<file path="config.mk">
export PLATFORM = sky130hd
export DESIGN_NAME = sadtd_cell
export DESIGN_NICKNAME = d
export VERILOG_FILES = /design/src/rtl/sadtd_pkg.sv /design/src/rtl/sadtd_cell.sv
export SDC_FILE = /design/constraint.sdc
export NUM_CORES = 1
export LEC_CHECK = 0
export ABC_AREA = 1
export BUFFER_PORTS_ARGS = -buffer_cell sky130_fd_sc_hd__buf_2
export CAP_MARGIN = 40
export CORE_ASPECT_RATIO = 1.5
export CORE_MARGIN = 2
export CORE_UTILIZATION = 30
export CTS_CLUSTER_SIZE = 8
export DETAILED_ROUTE_END_ITERATION = 6
export SETUP_SLACK_MARGIN = 0.02
export SYNTH_ARGS = -nofsm -noshare
export SYNTH_HDL_FRONTEND = slang
export SYNTH_SLANG_ARGS = --single-unit
</file>
<file path="constraint.sdc">
create_clock -name clock -period 8.3 [get_ports clock]
set_input_delay 1.66 -clock clock [delete_from_list [all_inputs] [get_ports clock]]
set_output_delay 1.66 -clock clock [all_outputs]
set_load 0.02 [all_outputs]
</file>
<file path="src/rtl/sadtd_pkg.sv">
// package for the 3x3 sad template distance block
// frame geometry, field widths, register indexes, shared types and the template helper
// no dependencies
`default_nettype none

package sadtd_pkg;

   localparam int LINE_WIDTH   = 640;
   localparam int FRAME_HEIGHT = 480;

   localparam int COL_W = $clog2(LINE_WIDTH);
   localparam int ROW_W = $clog2(FRAME_HEIGHT + 2);

   localparam int ADDR_W     = 6;
   localparam int DATA_W     = 64;
   localparam int WEIGHT_W   = 10;
   localparam int DIST_W     = 15;
   localparam int CELL_SUM_W = 10;
   localparam int CHAN_SUM_W = 12;
   localparam int PROD_W     = 22;
   localparam int TOTAL_W    = 24;
   localparam int TMPL_BYTES = 27;

   localparam logic [DIST_W-1:0] DIST_MAX = '1;
   localparam logic [TOTAL_W-1:0] ROUND_HALF = TOTAL_W'(128);

   typedef logic [2:0] reg_index_type;
   localparam reg_index_type REG_TMPL0  = 3'd0;
   localparam reg_index_type REG_TMPL1  = 3'd1;
   localparam reg_index_type REG_TMPL2  = 3'd2;
   localparam reg_index_type REG_TMPL3  = 3'd3;
   localparam reg_index_type REG_WBLUE  = 3'd4;
   localparam reg_index_type REG_WGREEN = 3'd5;
   localparam reg_index_type REG_WRED   = 3'd6;

   localparam logic [WEIGHT_W-1:0] WBLUE_RESET  = WEIGHT_W'(256);
   localparam logic [WEIGHT_W-1:0] WGREEN_RESET = WEIGHT_W'(307);
   localparam logic [WEIGHT_W-1:0] WRED_RESET   = WEIGHT_W'(205);

   // blue in the low byte
   typedef logic [23:0] pixel_type;
   typedef logic [8*TMPL_BYTES-1:0] template_type;
   typedef logic [WEIGHT_W-1:0] weight_type;

   // one window column, top is the oldest row
   typedef struct packed {
      pixel_type top;
      pixel_type mid;
      pixel_type bot;
   } column_type;

   typedef struct packed {
      logic [CELL_SUM_W-1:0] blue;
      logic [CELL_SUM_W-1:0] green;
      logic [CELL_SUM_W-1:0] red;
   } cell_sum_type;

   typedef struct packed {
      logic valid;
      logic mask_first;
      logic mask_last;
      logic last;
   } win_ctrl_type;

   // template column j as a window column, byte (row*3+col)*3+channel
   function automatic column_type tmpl_column(input template_type t, input int j);
      column_type c;
      c.top = {t[((0*3+j)*3+2)*8 +: 8], t[((0*3+j)*3+1)*8 +: 8], t[((0*3+j)*3)*8 +: 8]};
      c.mid = {t[((1*3+j)*3+2)*8 +: 8], t[((1*3+j)*3+1)*8 +: 8], t[((1*3+j)*3)*8 +: 8]};
      c.bot = {t[((2*3+j)*3+2)*8 +: 8], t[((2*3+j)*3+1)*8 +: 8], t[((2*3+j)*3)*8 +: 8]};
      return c;
   endfunction

endpackage

`default_nettype wire

</file>
<file path="src/rtl/sadtd_cell.sv">
// one window column cell: holds three pixels, passes them to its neighbor
// and sums the per-channel absolute differences to its template column; uses sadtd_pkg
`default_nettype none

module sadtd_cell (
   input  wire logic                  clock,
   input  wire logic                  shift_en,
   input  sadtd_pkg::column_type      col_in,
   input  sadtd_pkg::column_type      tmpl_col,
   input  wire logic                  mask,
   output sadtd_pkg::column_type      col_out,
   output sadtd_pkg::cell_sum_type    sums
);
   import sadtd_pkg::*;

   column_type col_ff;

   function automatic logic [CELL_SUM_W-1:0] absdiff(input logic [7:0] a, input logic [7:0] b);
      logic [7:0] d;
      d = (a > b) ? (a - b) : (b - a);
      return CELL_SUM_W'(d);
   endfunction

   always_ff @(posedge clock) begin
      if (shift_en) begin
         col_ff <= col_in;
      end
   end

   pixel_type p [3];
   pixel_type t [3];

   always_comb begin
      // a column outside the frame counts as zero pixels
      p[0] = mask ? '0 : col_ff.top;
      p[1] = mask ? '0 : col_ff.mid;
      p[2] = mask ? '0 : col_ff.bot;
      t[0] = tmpl_col.top;
      t[1] = tmpl_col.mid;
      t[2] = tmpl_col.bot;
      sums = '0;
      for (int i = 0; i < 3; i++) begin
         sums.blue  = sums.blue  + absdiff(p[i][7:0],   t[i][7:0]);
         sums.green = sums.green + absdiff(p[i][15:8],  t[i][15:8]);
         sums.red   = sums.red   + absdiff(p[i][23:16], t[i][23:16]);
      end
   end

   assign col_out = col_ff;

endmodule

`default_nettype wire

</file>
* Word-level counts from Yosys, hierarchy flattened
Cells that the tools add are included.
** Storage, ports and cells
- Output and inout port bits :: 102
- Bits in registers :: 72
- Word-level logic and storage cells :: 48
- Input port bits :: 147
** Cells by class
- $lt $le $gt $ge :: 9
- Muxes and demuxes :: 12
- Add/sub/neg operators :: 24
** Operators with widths (number)
- subtractor 8 bit :: 18
- > comparator 8 bit :: 9
- 2-to-1 mux 24 bit :: 3
- 2-to-1 mux 8 bit :: 9
- adder 9 x 8 -> 10 bit :: 3
- adder 8 x 8 -> 9 bit :: 3

* Logic depth before layout (Yosys ltp)
- Word-level depth :: 5
- Gate-level depth with buffers :: 26
- Mapped depth without buffers :: 23

* Worst setup path before layout
No wires, ideal clock.
- Path kind :: input to output
- From :: in mask
- To :: out sums[27] in the netlist's numbering
- Data arrival time :: 5283 ps
- Path slack :: 1357 ps
- Cell stages on the path :: 22
- Buffers on the path :: 3
- Cells stage by stage :: buf_2 > inv_2 > buf_2 > nand2_1 > ha_1 > inv_1 > fa_1 > nand3_1 > nand3_1 > nand2_1 > nand2_1 > nand2_1 > buf_6 > o21ai_1 > fa_1 > inv_1 > ha_1 > fa_1 > nand3_1 > nand2_1 > a21boi_0 > xor2_1
** RTL lines
- from (decl) :: line sadtd_cell.sv:10 : input wire logic mask,
- to (decl) :: line sadtd_cell.sv:12 : output sadtd_pkg::cell_sum_type sums

==> impl_summary.log <==
INFO  metric tns = 0 ps
INFO  metric gp_congestion = 0.891
INFO  metric clk_path_buf_depth = 2
INFO  metric synthesis.nets = 2,032
INFO  metric antenna_found_initial = 3
INFO  metric avg_synthesized_cell_area = 6.72 µm²
INFO  metric finish.net_count = 2,261
INFO  metric postCtsSetupRepairBufs = 0
INFO  metric rows = 87
INFO  metric tritoncts.num_buffers = 9
INFO  metric p_leak = 8.06 nW
INFO  metric cp.required = 6640 ps
INFO  metric largest_register_ffs = 72
INFO  metric worst_path_most_repeated_cell = sky130_fd_sc_hd__nand2_1
INFO  metric ys_ff_latch = 72
INFO  metric setup_viol = 0
INFO  metric floorplan.die_area = 39,200 µm²
INFO  metric grt_usage = 16.6%
INFO  metric port_buffers = 248
INFO  metric route.vias.total = 10,900
INFO  metric syn_area = 11,300 µm²
INFO  metric final_antenna_net_count = 0
INFO  metric vdd_drop_max = 0.247 mV
INFO  metric critical_path.cell_chain = buf_2, inv_2, buf_12, nand2_1, ha_1, inv_1, fa_1, nand3_1, nand2_1, nand2_1, nand2_1, nand2_1, o21ai_1, fa_1, inv_1, ha_1, inv_1, fa_1, o21ai_0, nand2_1, nand2_1, xor2_1, buf_2
INFO  metric min_path_cells = 1
INFO  metric hold_viol = 0
INFO  metric ys.warnings.count = 0
INFO  metric tightest_slew = 599 ps
INFO  metric slew_violations = 0
INFO  metric die_h = 242 µm
INFO  metric die_width = 162 µm
INFO  metric finalWorstPathRequiredPeriod = 7310 ps
INFO  metric effective_utilization_at_floorplan = 30.2%
INFO  metric timing.hold.worst_endpoint = col_out[60]
INFO  metric netlist-cell-type-count = 34
INFO  metric hold_start = col_in[60]
INFO  metric max_freq = 0.137 GHz
INFO  metric post_route_cells_drive_above_1_share = 15.2%
INFO  metric drt-total-wl = 32,300 µm
INFO  metric clock_tree.htree_level_count = 3
INFO  metric root_buffer = sky130_fd_sc_hd__clkbuf_16
INFO  metric core_region_area = 37,300 µm²
INFO  metric synth_cells = 1,679
INFO  metric io-pin-count = 249
INFO  metric timing.critical_path.to_type = output pin
INFO  metric path_max_fanout = 34
INFO  metric grt_first_pass_wirelength = 51,700 µm
INFO  metric worstSetupStartpointType = primary input
INFO  metric grt_pass1_vias = 11,000
INFO  metric worst-endpoint-arrival = 5650 ps
INFO  metric synth_seq_area_share = 19.2%
INFO  metric tritoncts = done
INFO  metric drtIter0Drc = 396
INFO  metric rsz0062_at_grt = no
INFO  metric detail_route.wl_per_cell = 13.5 µm
INFO  metric clk_pin_slew = 70 ps
INFO  metric final_common_cell = sky130_fd_sc_hd__nand2_1
INFO  metric gr-total-overflow = 0
INFO  metric critPathMaxStageDelay = 470 ps
INFO  metric detail_route.first_pass.iterations = 5
INFO  metric outcome = finished, final reports clean
INFO  metric final_min_period_over_clock_period = 88.1%
INFO  metric critical_path_class = primary input to output pin
INFO  metric post_cts.resized_instances = 0
INFO  metric most-common-layout-cells = sky130_fd_sc_hd__nand2_1 (528), sky130_fd_sc_hd__inv_1 (388), sky130_fd_sc_hd__buf_2 (247)
INFO  metric routed_via_density = 4.54
INFO  metric place.detailed.hpwl = 27,900 µm
INFO  metric timing.critical_path.slowest_stage_cell = sky130_fd_sc_hd__fa_1
INFO  metric cts-hold-fix-buffers = 0
INFO  metric timing.max_slew.rel_slack = 60.1%
INFO  metric max_cap_violations = 0
INFO  metric power_per_cell_area = 225 nW/µm²
INFO  metric clock_sinks = 72
INFO  metric route.detailed.drc = 0
INFO  metric area.growth.synth_to_final = 17.5%
INFO  metric grt_start_max_net_pins = 45
INFO  metric hold_path_class = primary input to register
INFO  metric post-layout-total-power = 2.99 mW
-- how the worst max path moves through the flow --
stage / startpoint / to / slack (ps) / depth (start not counted)
2_1_floorplan: mask / sums[27] / 1360 / 22
3_3_place_gp: mask / sums[17] / 1060 / 23
3_5_place_dp: mask / sums[19] / 920 / 24
4_1_cts: mask / sums[19] / 910 / 24
5_1_grt: mask / sums[9] / 490 / 25
6_report: mask / sums[17] / 990 / 23
-- Yosys cell counts --
cell | n | area (µm²)
sky130_fd_sc_hd__nand2_1 | 528 | 1980
sky130_fd_sc_hd__inv_1 | 388 | 1460
sky130_fd_sc_hd__ha_1 | 161 | 2010
sky130_fd_sc_hd__nand3_1 | 133 | 666
sky130_fd_sc_hd__edfxtp_1 | 72 | 2160
sky130_fd_sc_hd__a21oi_1 | 70 | 350
sky130_fd_sc_hd__nor2_1 | 57 | 214
sky130_fd_sc_hd__fa_1 | 45 | 901
sky130_fd_sc_hd__xor2_1 | 45 | 394
sky130_fd_sc_hd__nand4_1 | 25 | 156
sky130_fd_sc_hd__o21ai_1 | 24 | 120
sky130_fd_sc_hd__buf_2 | 23 | 115
sky130_fd_sc_hd__o21ai_0 | 21 | 105
sky130_fd_sc_hd__xnor2_1 | 21 | 184
sky130_fd_sc_hd__a21o_1 | 16 | 120
sky130_fd_sc_hd__nand2_2 | 9 | 56.3
sky130_fd_sc_hd__buf_4 | 5 | 37.5
sky130_fd_sc_hd__inv_2 | 5 | 18.8
sky130_fd_sc_hd__buf_6 | 4 | 45.0
sky130_fd_sc_hd__or2_1 | 4 | 25.0
sky130_fd_sc_hd__a31oi_1 | 3 | 18.8
sky130_fd_sc_hd__nor2_2 | 3 | 18.8
sky130_fd_sc_hd__o21bai_1 | 3 | 22.5
sky130_fd_sc_hd__a21boi_0 | 2 | 15.0
sky130_fd_sc_hd__clkbuf_2 | 2 | 10.0
sky130_fd_sc_hd__o21ai_2 | 2 | 17.5
sky130_fd_sc_hd__inv_4 | 1 | 6.26
sky130_fd_sc_hd__nand2_4 | 1 | 11.3
sky130_fd_sc_hd__nand2b_1 | 1 | 6.26
sky130_fd_sc_hd__nand3_2 | 1 | 10.0
sky130_fd_sc_hd__nand3b_1 | 1 | 7.51
sky130_fd_sc_hd__nor3_1 | 1 | 5.00
sky130_fd_sc_hd__or2_0 | 1 | 6.26
sky130_fd_sc_hd__or2_2 | 1 | 6.26
-- worst max-delay path, delay by kind of cell --
family / cells / cell delay [ps]
buffers and inverters: 7 / 960
and+or+nand+nor: 8 / 830
xor gates and xnor gates: 1 / 150
AOI/OAI and AO/OA: 2 / 600
adders and majority gates: 5 / 1430
-- area by class of cell --
cell class	count	area (µm²)
Clock buffer	10	229
Tap cell	489	612
Fill cell	4045	24100
Antenna cell	1	2.50
Sequential cell	72	2160
Clock inverter	6	45.0
Multi-Input combinational cell	1179	7430
Timing Repair Buffer	252	1300
Inverter	394	1480
-- cell families after synthesis --
group | after synthesis | share of synthesized area [%]
XOR/XNOR | 66 | 5.12
buffers and inverters | 428 | 15.0
adder cells (fa/ha/maj) | 206 | 25.8
AND/OR/NAND/NOR | 766 | 28.1
AO/OA/AOI/OAI | 141 | 6.82
flip-flops | 72 | 19.2
-- routing by layer --
layer	vias to the layer above	part of all wire, %	global-route usage [%]
li1	5602	-	-
met1	4988	38	17.2
met2	236	54	32.0
met3	73	3.8	2.78
met4	0	4.0	7.63
met5	-	0	0
-- stage by stage --
stage | util, % | instances | hold slack (ps) | setup WS, ps | instance area, µm²
2_1_floorplan | - | 1679 | 1760 | 1360 | 11300
3_3_place_gp | 34.8 | 2386 | 1840 | 1060 | 13000
3_5_place_dp | 34.8 | 2386 | 1840 | 920 | 13000
4_1_cts | 35.5 | 2402 | 1440 | 908 | 13300
5_1_grt | 35.5 | 2403 | 1450 | 492 | 13300
6_report | 35.5 | 2403 | 1460 | 990 | 13300
-- power breakdown --
group / switching [mW] / leakage [nW] / total, mW / internal (mW)
clock: 0.185 / 0.125 / 0.389 / 0.204
sequential: 0.0184 / 0.705 / 0.452 / 0.433
combinational: 1.37 / 7.23 / 2.14 / 0.775
Power figures use the tool's default switching activity.
