==> src/rtl/sadtd_pkg.sv <==
// package for the 3x3 sad template distance block
// frame geometry, field widths, register indexes, shared types and the template helper
// no dependencies
`default_nettype none

package sadtd_pkg;

   localparam int LINE_WIDTH   = 640;
   localparam int FRAME_HEIGHT = 480;

   localparam int COL_W = $clog2(LINE_WIDTH);
   localparam int ROW_W = $clog2(FRAME_HEIGHT + 2);

   localparam int ADDR_W     = 6;
   localparam int DATA_W     = 64;
   localparam int WEIGHT_W   = 10;
   localparam int DIST_W     = 15;
   localparam int CELL_SUM_W = 10;
   localparam int CHAN_SUM_W = 12;
   localparam int PROD_W     = 22;
   localparam int TOTAL_W    = 24;
   localparam int TMPL_BYTES = 27;

   localparam logic [DIST_W-1:0] DIST_MAX = '1;
   localparam logic [TOTAL_W-1:0] ROUND_HALF = TOTAL_W'(128);

   typedef logic [2:0] reg_index_type;
   localparam reg_index_type REG_TMPL0  = 3'd0;
   localparam reg_index_type REG_TMPL1  = 3'd1;
   localparam reg_index_type REG_TMPL2  = 3'd2;
   localparam reg_index_type REG_TMPL3  = 3'd3;
   localparam reg_index_type REG_WBLUE  = 3'd4;
   localparam reg_index_type REG_WGREEN = 3'd5;
   localparam reg_index_type REG_WRED   = 3'd6;

   localparam logic [WEIGHT_W-1:0] WBLUE_RESET  = WEIGHT_W'(256);
   localparam logic [WEIGHT_W-1:0] WGREEN_RESET = WEIGHT_W'(307);
   localparam logic [WEIGHT_W-1:0] WRED_RESET   = WEIGHT_W'(205);

   // blue in the low byte
   typedef logic [23:0] pixel_type;
   typedef logic [8*TMPL_BYTES-1:0] template_type;
   typedef logic [WEIGHT_W-1:0] weight_type;

   // one window column, top is the oldest row
   typedef struct packed {
      pixel_type top;
      pixel_type mid;
      pixel_type bot;
   } column_type;

   typedef struct packed {
      logic [CELL_SUM_W-1:0] blue;
      logic [CELL_SUM_W-1:0] green;
      logic [CELL_SUM_W-1:0] red;
   } cell_sum_type;

   typedef struct packed {
      logic valid;
      logic mask_first;
      logic mask_last;
      logic last;
   } win_ctrl_type;

   // template column j as a window column, byte (row*3+col)*3+channel
   function automatic column_type tmpl_column(input template_type t, input int j);
      column_type c;
      c.top = {t[((0*3+j)*3+2)*8 +: 8], t[((0*3+j)*3+1)*8 +: 8], t[((0*3+j)*3)*8 +: 8]};
      c.mid = {t[((1*3+j)*3+2)*8 +: 8], t[((1*3+j)*3+1)*8 +: 8], t[((1*3+j)*3)*8 +: 8]};
      c.bot = {t[((2*3+j)*3+2)*8 +: 8], t[((2*3+j)*3+1)*8 +: 8], t[((2*3+j)*3)*8 +: 8]};
      return c;
   endfunction

endpackage

`default_nettype wire

==> src/rtl/sadtd_csr.sv <==
// configuration registers: template bytes and channel weights
// apb-style write and read port, uses sadtd_pkg
`default_nettype none

module sadtd_csr (
   input  wire logic                         clock,
   input  wire logic                         reset,
   input  wire logic                         psel,
   input  wire logic                         penable,
   input  wire logic                         pwrite,
   input  wire logic [sadtd_pkg::ADDR_W-1:0] paddr,
   input  wire logic [sadtd_pkg::DATA_W-1:0] pwdata,
   output logic      [sadtd_pkg::DATA_W-1:0] prdata,
   output logic                              pready,
   output sadtd_pkg::template_type           tmpl,
   output sadtd_pkg::weight_type             wt_blue,
   output sadtd_pkg::weight_type             wt_green,
   output sadtd_pkg::weight_type             wt_red
);
   import sadtd_pkg::*;

   template_type  tmpl_ff, tmpl_in;
   weight_type    wblue_ff, wblue_in, wgreen_ff, wgreen_in, wred_ff, wred_in;
   reg_index_type idx;
   logic          wr_en;

   assign idx    = paddr[ADDR_W-1:3];
   assign wr_en  = psel && penable && pwrite;
   assign pready = 1'b1;

   always_comb begin
      tmpl_in   = tmpl_ff;
      wblue_in  = wblue_ff;
      wgreen_in = wgreen_ff;
      wred_in   = wred_ff;
      if (wr_en) begin
         unique case (idx)
            REG_TMPL0:  tmpl_in[63:0]    = pwdata;
            REG_TMPL1:  tmpl_in[127:64]  = pwdata;
            REG_TMPL2:  tmpl_in[191:128] = pwdata;
            REG_TMPL3:  tmpl_in[215:192] = pwdata[23:0];
            REG_WBLUE:  wblue_in  = pwdata[WEIGHT_W-1:0];
            REG_WGREEN: wgreen_in = pwdata[WEIGHT_W-1:0];
            REG_WRED:   wred_in   = pwdata[WEIGHT_W-1:0];
            default: ;
         endcase
      end
   end

   always_ff @(posedge clock) begin
      if (reset) begin
         tmpl_ff   <= '0;
         wblue_ff  <= WBLUE_RESET;
         wgreen_ff <= WGREEN_RESET;
         wred_ff   <= WRED_RESET;
      end else begin
         tmpl_ff   <= tmpl_in;
         wblue_ff  <= wblue_in;
         wgreen_ff <= wgreen_in;
         wred_ff   <= wred_in;
      end
   end

   always_comb begin
      unique case (idx)
         REG_TMPL0:  prdata = tmpl_ff[63:0];
         REG_TMPL1:  prdata = tmpl_ff[127:64];
         REG_TMPL2:  prdata = tmpl_ff[191:128];
         REG_TMPL3:  prdata = {40'd0, tmpl_ff[215:192]};
         REG_WBLUE:  prdata = {{(DATA_W-WEIGHT_W){1'b0}}, wblue_ff};
         REG_WGREEN: prdata = {{(DATA_W-WEIGHT_W){1'b0}}, wgreen_ff};
         REG_WRED:   prdata = {{(DATA_W-WEIGHT_W){1'b0}}, wred_ff};
         default:    prdata = '0;
      endcase
   end

   assign tmpl     = tmpl_ff;
   assign wt_blue  = wblue_ff;
   assign wt_green = wgreen_ff;
   assign wt_red   = wred_ff;

endmodule

`default_nettype wire

==> config.mk <==
export PLATFORM = sky130hd
export DESIGN_NAME = sadtd_csr
export DESIGN_NICKNAME = d
export VERILOG_FILES = /design/src/rtl/sadtd_pkg.sv /design/src/rtl/sadtd_csr.sv
export SDC_FILE = /design/constraint.sdc
export NUM_CORES = 1
export LEC_CHECK = 0
export ABC_AREA = 0
export ABC_CLOCK_PERIOD_IN_PS = 2800
export BUFFER_PORTS_ARGS = -buffer_cell sky130_fd_sc_hd__buf_2
export CORE_MARGIN = 2
export CORE_UTILIZATION = 51
export DETAILED_ROUTE_END_ITERATION = 12
export HOLD_SLACK_MARGIN = 0.05
export PLACE_DENSITY = 0.81
export SYNTH_ARGS = -nofsm -noshare
export SYNTH_HDL_FRONTEND = slang
export SYNTH_SLANG_ARGS = --single-unit
==> constraint.sdc <==
create_clock -name clock -period 2.8 [get_ports clock]
set_clock_uncertainty 0.15 [all_clocks]
set_input_delay 0.56 -clock clock [delete_from_list [all_inputs] [get_ports clock]]
set_output_delay 0.56 -clock clock [all_outputs]
set_load 0.05 [all_outputs]
### Yosys cells after proc, flatten, opt, wreduce, memory -nomap -nowiden

Cells that the tools add are included.

| word-level totals | value |
|---|---|
| register bits after elaboration | 246 |
| input port bits | 75 |
| output and inout port bits | 311 |

| cells by class | value |
|---|---|
| equal/unequal tests | 6 |
| muxes and demuxes | 1 |
| reduce and logical (&&, ||, !) cells | 10 |

Operators by type and width:

| cell | count |
|---|---|
| $pmux 64 s7 | 1 |
| $reduce_and 2->1 | 7 |
| $eq 3x3->1 const B | 3 |
| $eq 3x2->1 const B | 2 |
| $eq 3x1->1 const B | 1 |
| $logic_not 3->1 | 1 |
| $logic_and 1x1->1 | 2 |

### Depth between registers and ports, before layout

Gate-level depths: netlist of run 1.

| depth | value |
|---|---|
| depth in word-level cells | 3 |
| gate-level depth with buffers | 7 |

### Worst setup path after synthesis of run 1

Ideal clock, no wire load.

| timing path | value |
|---|---|
| path type | input -> output |
| start | input port paddr[4] (netlist bit) |
| end | output port prdata[0] (netlist bit) |
| arrival | 2.250 ns |
| required time | 2.090 ns |
| setup slack | -0.160 ns |
| cell stages on the path | 6 |
| buffers on the path | 4 |
| path through | buf_2 -> buf_2 -> buf_2 -> buf_2 -> nor2_1 -> a21oi_1 |

| between the ends | value |
|---|---|
| word-level cells in the longest chain between the ends | 2 |

RTL lines:

| item | RTL line | source |
|---|---|---|
| from (decl) | sadtd_csr.sv:11 | `input wire logic [sadtd_pkg::ADDR_W-1:0] paddr,` |
| $eq 3x3->1 (tied with other cells) | sadtd_csr.sv:65 | `unique case (idx)` |
| $pmux 64 s7 (*) | sadtd_csr.sv:65 |  |
| to (decl) | sadtd_csr.sv:13 | `output logic [sadtd_pkg::DATA_W-1:0] prdata,` |

Mark *: on every way between the ends. The rest lies on a longest branch, timed or not.

### Worst setup path in the final report of run 1

| timing path | value |
|---|---|
| start | input port paddr[3] (netlist bit) |
| end | output port prdata[9] (netlist bit) |

The elaborated chain is that of the path after synthesis.

==> reports/metrics.cfg, run 1 <==
[run_status]
outcome = complete, no violations

[run]
drv_cap = 0

[timing]
grt_setup_unrepaired = no
setup_tns_ns = 0
hold_viol_final = 0
drv_slew = 0
finalWorstSetupSlack_ns = 0.0662
worst_pin_slew_ns = 0.725
max_freq_ghz = 0.366
period_needed_ns = 2.73
finalCritPeriodShare_pct = 97.6
slew_headroom_pct = 51.5
holdWs_ns = 0.104
setup_viol = 0

[setup_path]
critical_path.max_fanout = 20
arrival_ns = 2.02
slowest_delay_ns = 0.34
cp-end-kind = output pin
path_delay_family = buffers and inverters
crit_type = primary input to output pin
reg2reg_from = wt_green[5]
cp_slowest_cell = nor2b_1
crit_path_frequent_cell = buf_4
path_cells = buf_4, nor2b_1, buf_4, a2bb2oi_1, a21oi_1, buf_2
required_ns = 2.09
start_kind = primary input
cp_num_buf_inv = 3
critPathLaunch = paddr[3]

[grt]
grt_util_all_layers_pct = 26.8
first_global_vias = 9605
gr-total-overflow = 0
grt_max_degree = 79
grt_pass1_wl_um = 52100
antenna_found_initial = 2

[routing]
viasPerCell = 5.43
first_pass_iters = 4
drt_iter0_drc = 507
route.detailed.drc = 0
route.antenna.remaining_nets = 0
totalWireLength_um = 33900
vias = 9635
wl_per_cell_um = 19.1

[clocking]
cts_tree = built
postCtsSetupBuffers = 0
clk_path_buf_depth = 3
postCtsHoldBufs = 0
cts_root_buf = clkbuf_16
htreeDepth = 1
cts_made_buffers = 27
clk_pin_slew_worst_paths_ns = 0.06
cts_resized = 0
cts_sinks = 246
clk_latency_ns = 0.53

[synth]
synth_top_area_share_pct = 42.2
synth_xor_area_share_pct = 0
ys_top_cells_by_area = dfxtp_1, mux2i_1, nand2b_1, mux4_2, a2bb2oi_1
syn_inst = 1117
synth_area_sq_um = 11700
synth_seq_area_share_pct = 42.2
synth_compound_area_share_pct = 4.60
yosys.area_share.simple_pct = 19.7
synth_edf_count = 0
synth_top_family_by_area = multiplexers
yosys.area.top_type = dfxtp_1
ys_seq_elements = 246
synthAdderAreaFrac_pct = 0
async_reset_ff_share_pct = 0
synth_mux_area_share_pct = 29.8
synth_cell_types = 23
avgSynthCellArea_sq_um = 10.4
yosysMostFrequentCell = nand2b_1
yosysWarningCount = 0
syn_nets = 1192
synthFlopType = dfxtp_1
ys_top_cells_by_count = nand2b_1, mux2i_1, dfxtp_1, nor2_1, a2bb2oi_1

[die]
die_y_um = 155
dieArea_sq_um = 24100
die_width_um = 155
initial_core_util_pct = 51.7
row_count = 55
ioPinCount = 386
core_sq_um = 22600

[hold_path]
hp-class = primary input to register
hold_start = pwdata[4]

[layout]
drive_gt1_share_pct = 35.7
finalNetCount = 1542
syn_to_final_growth_pct = 28.1

[place]
io_buffers = 381
routabilityCongestion = 0.835
dp_worst_setup_slack_ns = 0.0922
hpwl_um = 23100

[power]
p_leak_nw = 7.72
powerDensity_nw_per_um2 = 525
ir_worst_vdd_mv = 0.466
total_power_mw = 7.85

## final timing paths
check	endpoint	cells after the start	slack [ns]
worst max-delay path	prdata[9]	6	0.07
worst min-delay path	wt_green[4]	2	0.10
worst max register to register	wt_green[5]	2	1.78
worst min register to register	tmpl[134]	2	0.33
## per-stage QoR
step	std cells	instance area [sq um]	util, %
2_1_floorplan	1117	11800	-
3_3_place_gp	1723	14000	62.1
3_5_place_dp	1723	14000	62.1
4_1_cts	1772	14900	66.2
5_1_grt	1773	14900	66.2
6_report	1773	14900	66.2
## final cells by class
cell class / instances / area [sq um]
Sequential cell: 246 / 4920
Antenna cell: 1 / 2.50
Clock inverter: 8 / 75.1
Tap cell: 285 / 357
Timing Repair Buffer: 413 / 2300
Clock buffer: 41 / 838
Fill cell: 1814 / 7630
Multi-Input combinational cell: 779 / 6450
## registers in the layout, summed over array words and instances, names as in the netlist
signal,flops
tmpl,216
wt_blue,10
wt_green,10
wt_red,10
## routing by layer
metal | global-route usage [%] | wire length [um] | up-vias
li1 | - | - | 4530
met1 | 32.9 | 13900 | 4655
met2 | 46.0 | 16400 | 374
met3 | 6.04 | 2440 | 74
met4 | 10.3 | 1100 | 2
met5 | 0 | 13 | -
## kinds of logic (layout without fill, tap and decap cells)
logic type	after synthesis	after routing
AO/OA/AOI/OAI	66	66
buffers and inverters	92	462
flip-flops	246	246
multiplexers	317	317
other	1	2
AND/OR/NAND/NOR	395	395
## cell usage in the layout (no fill, tap or decap), types with 2 or more instances in the layout
cell type | synthesis | final
a211o_1 | 3 | 3
a21boi_0 | 3 | 3
a21oi_1 | 10 | 10
a2bb2oi_1 | 50 | 50
and2_1 | 3 | 2
buf_12 | 0 | 11
buf_2 | 37 | 377
buf_4 | 3 | 24
clkbuf_1 | 44 | 3
clkbuf_16 | 0 | 27
clkbuf_8 | 0 | 11
clkinv_2 | 0 | 5
dfxtp_1 | 246 | 246
mux2i_1 | 293 | 293
mux4_2 | 24 | 24
nand2_1 | 4 | 4
nand2_4 | 0 | 2
nand2b_1 | 299 | 299
nor2_1 | 65 | 26
nor2_2 | 0 | 39
nor2b_1 | 18 | 12
nor2b_2 | 0 | 5
## report_power, final
| part | leakage [nW] | internal (mW) | total, mW | switching (mW) |
|---|---|---|---|---|
| Combinational | 5.28 | 0.272 | 0.708 | 0.435 |
| Clock | 0.460 | 2.15 | 3.59 | 1.44 |
| Sequential | 1.98 | 3.53 | 3.55 | 0.0220 |
Power figures use the tool's default switching activity.
==> inputs of run 2 (changes only) <==
--- a/config.mk
+++ b/config.mk
@@ -8,8 +8,10 @@
 export ABC_AREA = 0
 export ABC_CLOCK_PERIOD_IN_PS = 2800
 export BUFFER_PORTS_ARGS = -buffer_cell sky130_fd_sc_hd__buf_2
+export CORE_ASPECT_RATIO = 1.1
 export CORE_MARGIN = 2
 export CORE_UTILIZATION = 51
+export CTS_CLUSTER_DIAMETER = 120
 export DETAILED_ROUTE_END_ITERATION = 12
 export HOLD_SLACK_MARGIN = 0.05
 export PLACE_DENSITY = 0.81
==> run 2 against run 1 <==
  * Cell count up 0.51%
  * Critical path type unchanged
  * Design area is 0.61% lower
  * Die area about the same
  * Sequential power about the same
  * Fmax rose by 2.9%
  * Clock power is 12% lower
  * Critical endpoint is now prdata[11]
  * Sequential cell count did not move
  * Count of clock-buffer cells in the layout decreased by 5
  * Hold slack got worse by 0.0060 ns
  * Global-route usage decreased by 0.77 points
  * Combinational power shrank 0.6%
  * Core utilization fell by 0.61 points
==> reports/metrics.cfg, run 2 (synthesized netlist as in run 1, its figures left out) <==
[run_status]
outcome = complete, no violations

[timing]
hold_viol_final = 0
holdWs_ns = 0.0978
max_freq_ghz = 0.376
setup_tns_ns = 0
slew_headroom_pct = 53.4
worst_pin_slew_ns = 0.698
drv_slew = 0
grt_setup_unrepaired = no
period_needed_ns = 2.66
finalCritPeriodShare_pct = 94.9
setup_viol = 0

[routing]
wl_per_cell_um = 18.5
drt_iter0_drc = 404
viasPerCell = 5.40
route.antenna.remaining_nets = 0
top_layer = met4
vias = 9619
totalWireLength_um = 32900
dr_wl_met2_um = 16300
route.detailed.drc = 0
wl_met1_um = 13100
first_pass_iters = 5
wl_met3_um = 2140

[hold_path]
holdPathStages = 2
hold_start = pwdata[5]
min_to = wt_green[5]
hp-class = primary input to register

[die]
dieArea_sq_um = 24100
core_sq_um = 22600
initial_core_util_pct = 51.5
die_width_um = 148
row_count = 58
ioPinCount = 386
die_y_um = 163

[clocking]
cts_resized = 0
cts_root_buf = clkbuf_16
cts_tree = built
clk_pin_slew_worst_paths_ns = 0.06
postCtsSetupBuffers = 0
cts_made_buffers = 25
postCtsHoldBufs = 0
htreeDepth = 1
clk_latency_ns = 0.52
clk_path_buf_depth = 3
cts_sinks = 246

[run]
drv_cap = 0

[layout]
largest_register_ffs = 216
final_common_cell = buf_2
drive_gt1_share_pct = 35.3
finalNetCount = 1539
syn_to_final_growth_pct = 27.3
final_cell_mix = buf_2, nand2b_1, mux2i_1

[setup_path]
critical_path.max_fanout = 18
reg2reg_to = wt_green[4]
rrSetupSlack_ns = 1.79
required_ns = 2.09
reg2reg_from = wt_green[4]
critPathLaunch = paddr[3]
start_kind = primary input
r2r_cells = 2
crit_type = primary input to output pin
arrival_ns = 1.95
cp-end-kind = output pin

[place]
hpwl_um = 23100
io_buffers = 381
routabilityCongestion = 0.815

[power]
p_leak_nw = 7.66
total_power_mw = 7.42
powerDensity_nw_per_um2 = 499
ir_worst_vdd_mv = 0.438

[grt]
first_global_vias = 9496
antenna_found_initial = 1
grt_util_all_layers_pct = 26.0
grt_pass1_wl_um = 50900
grt_max_degree = 99
gr-total-overflow = 0

[run 2: cell types whose count changed in the layout (fill, tap and decap cells not counted), moves of 2 or more]
cell       before  now
clkbuf_1        3    5
clkbuf_16      27   25
buf_12         11   14
buf_4          24   20
clkbuf_8       11    6
[run 2: worst max-delay path: stages]
cell and delay, ns:
buf_4 0.28, buf_4 0.23, mux4_2 0.49, nor2b_2 0.16
buf_2 0.22
[run 2: report_power, final]
group          switching, mW  internal, mW  total [mW]  leakage (nW)
registers             0.0210          3.53        3.55          1.98
logic                  0.431         0.273       0.704          5.29
clock network           1.37          1.80        3.17         0.385
[run 2: worst max-delay path by stage]
stage,to,slack [ns],depth (start not counted)
after floorplan,prdata[0],-0.16,6
after global placement,prdata[11],0.13,5
after detailed placement,prdata[11],0.12,5
after CTS,prdata[11],0.11,5
after global routing,prdata[11],0.06,5
final,prdata[11],0.14,5
[run 2: per-stage QoR]
step	cells	area, sq um	utilization [%]	worst slack, ns
4_1_cts	1781	14800	65.6	0.107
3_5_place_dp	1737	14100	62.2	0.120
5_1_grt	1781	14800	65.6	0.0619
2_1_floorplan	1117	11800	-	-0.160
6_report	1782	14900	65.6	0.143
3_3_place_gp	1737	14100	62.2	0.125
[run 2: final cells by class]
type,count,area (sq um)
multi-input cells,779,6450
clock buffers,36,727
fillers,1859,7790
flip-flops and latches,246,4920
diodes,1,2.50
clock inverters,8,46.3
repair buffers,412,2330
well taps,300,375
[run 2: per-layer routing]
metal,vias up,GRT usage [%]
li1,4511,-
met1,4686,31.0
met2,331,45.6
met3,91,5.43
met4,0,10.8
met5,-,0
==> inputs of run 3 (changes only) <==
--- a/config.mk
+++ b/config.mk
@@ -5,7 +5,7 @@
 export SDC_FILE = /design/constraint.sdc
 export NUM_CORES = 1
 export LEC_CHECK = 0
-export ABC_AREA = 0
+export ABC_AREA = 1
 export ABC_CLOCK_PERIOD_IN_PS = 2800
 export BUFFER_PORTS_ARGS = -buffer_cell sky130_fd_sc_hd__buf_2
 export CORE_ASPECT_RATIO = 1.1
@@ -14,7 +14,7 @@
 export CTS_CLUSTER_DIAMETER = 120
 export DETAILED_ROUTE_END_ITERATION = 12
 export HOLD_SLACK_MARGIN = 0.05
-export PLACE_DENSITY = 0.81
+export PLACE_DENSITY = 0.8
 export SYNTH_ARGS = -nofsm -noshare
 export SYNTH_HDL_FRONTEND = slang
 export SYNTH_SLANG_ARGS = --single-unit
==> run 3 against run 2 <==
  * First-iteration DRC count grew 130%
  * Highest routed layer unchanged
  * Largest cell class unchanged
  * Non-clock buffer count grew 12
  * Design area shrank 0.64%
  * Sequential power is essentially flat
  * Fmax shrank 2.4%
  * Critical path type unchanged
  * Register-to-register slack gained 0.18 ns
==> reports/metrics.cfg, run 3 <==
[setup_path]
crit_type = primary input to output pin
slowest_delay_ns = 0.30
cp_num_buf_inv = 4
reg2reg_from = wt_blue[8]
cp_slowest_cell = buf_2
r2r_cells = 2
path_cells = buf_2, clkinv_2, nand2_1, nor2_4, buf_12, nand2_1, nand3_1, buf_2
reg2reg_to = wt_blue[8]
rrSetupSlack_ns = 1.97
arrival_ns = 2.01
start_kind = primary input
cp-end-kind = output pin
critPathLaunch = paddr[3]
required_ns = 2.09
path_delay_family = buffers and inverters
critical_path.max_fanout = 54

[grt]
grt_util_all_layers_pct = 29.7
first_global_vias = 11700
antenna_found_initial = 1
gr-total-overflow = 0
grt_pass1_wl_um = 59400
grt_max_degree = 133

[die]
initial_core_util_pct = 52.1
die_y_um = 165
die_width_um = 150
row_count = 58
core_sq_um = 23000
dieArea_sq_um = 24800
ioPinCount = 386

[clocking]
postCtsSetupBuffers = 0
clk_path_buf_depth = 3
clk_latency_ns = 0.52
postCtsHoldBufs = 0
cts_sinks = 246
cts_resized = 0
htreeDepth = 1
cts_made_buffers = 27
cts_tree = built
clk_pin_slew_worst_paths_ns = 0.06
cts_root_buf = clkbuf_16

[routing]
totalWireLength_um = 38600
viasPerCell = 5.21
route.detailed.drc = 0
route.antenna.remaining_nets = 0
first_pass_iters = 5
drt_iter0_drc = 944
vias = 13100
wl_per_cell_um = 15.4

[synth]
ys_top_cells_by_area = dfxtp_1, nand2_1, nor2_1, nand3_1, buf_6
yosysWarningCount = 0
avgSynthCellArea_sq_um = 6.41
ys_top_cells_by_count = nand2_1, nor2_1, nand3_1, dfxtp_1, inv_1
async_reset_ff_share_pct = 0
syn_inst = 1871
syn_nets = 1946
synthFlopType = dfxtp_1
synth_seq_area_share_pct = 41.1
synth_cell_types = 20
synth_edf_count = 0
ys_seq_elements = 246
synth_area_sq_um = 12000
yosysMostFrequentCell = nand2_1
synth_top_area_share_pct = 41.1
yosys.area.top_type = dfxtp_1

[place]
dpl.cell_count = 2464
placed_cell_area_sq_um = 13900
routabilityCongestion = 0.936
io_buffers = 381
hpwl_um = 25800

[layout]
fin_area_sq_um = 14800
drive_gt1_share_pct = 22.1
fin_cells = 2512
final_cell_mix = nand2_1, nor2_1, buf_2
final_common_cell = nand2_1
largest_register_ffs = 216
finalNetCount = 2268
syn_to_final_growth_pct = 23.1

[timing]
max_freq_ghz = 0.367
slew_headroom_pct = 56.7
setup_tns_ns = 0
finalCritPeriodShare_pct = 97.3
grt_setup_unrepaired = no
period_needed_ns = 2.72
worst_pin_slew_ns = 0.649
setup_viol = 0
hold_viol_final = 0
drv_slew = 0
holdWs_ns = 0.111

[hold_path]
holdPathStages = 3
hold_start = pwdata[2]
min_to = wt_red[2]
hp-class = primary input to register

[run_status]
outcome = complete, no violations

[power]
total_power_mw = 7.88
p_leak_nw = 7.56
ir_worst_vdd_mv = 0.480
powerDensity_nw_per_um2 = 534

[run]
drv_cap = 0

## run 3: through the flow
stage                     util (%)  worst slack, ns
after global placement        60.4            0.136
final                         64.1           0.0768
after floorplan                  -            0.352
after CTS                     64.1            0.116
after detailed placement      60.4            0.114
after global routing          64.1          0.00176
## run 3: worst min-delay path, cell delays in order
cell and delay (ns):
buf_2 0.09, nand2_1 0.04, nand3_1 0.07
## run 3: cell families (layout without fill, tap and decap cells)
family | Yosys count | count (layout) | synth area share [%]
AOI/OAI and AO/OA | 11 | 11 | 0.459
buffers and inverters | 238 | 578 | 11.0
DFF | 246 | 246 | 41.1
other | 1 | 2 | 0.0313
and+or+nand+nor | 1375 | 1375 | 47.5
## run 3: report_power, final
part	internal, mW	switching (mW)
Combinational	0.228	0.645
Sequential	3.55	0.0376
Clock	2.02	1.40
## run 3: worst max-delay path by stage
stage | to | slack (ns) | depth (start not counted)
after floorplan | prdata[24] | 0.35 | 8
after global placement | prdata[35] | 0.14 | 9
after detailed placement | prdata[43] | 0.11 | 8
after CTS | prdata[43] | 0.12 | 8
after global routing | prdata[6] | 0.002 | 10
final | prdata[45] | 0.08 | 8
## run 3: routing by layer
metal  vias to the layer above  global-route usage (%)  wire length (um)
li1                       6421                       -                 -
met1                      5836                    36.1             15000
met2                       693                    50.5             18200
met3                       127                    5.75              3590
met4                         0                    14.2              1890
met5                         -                       0                 0
## run 3: area by class of cell
type / instances / area (sq um)
Antenna cell: 1 / 2.50
Clock buffer: 42 / 832
Clock inverter: 5 / 27.5
Fill cell: 2114 / 8250
Inverter: 107 / 414
Multi-Input combinational cell: 1387 / 5750
Sequential cell: 246 / 4920
Tap cell: 300 / 375
Timing Repair Buffer: 424 / 2430
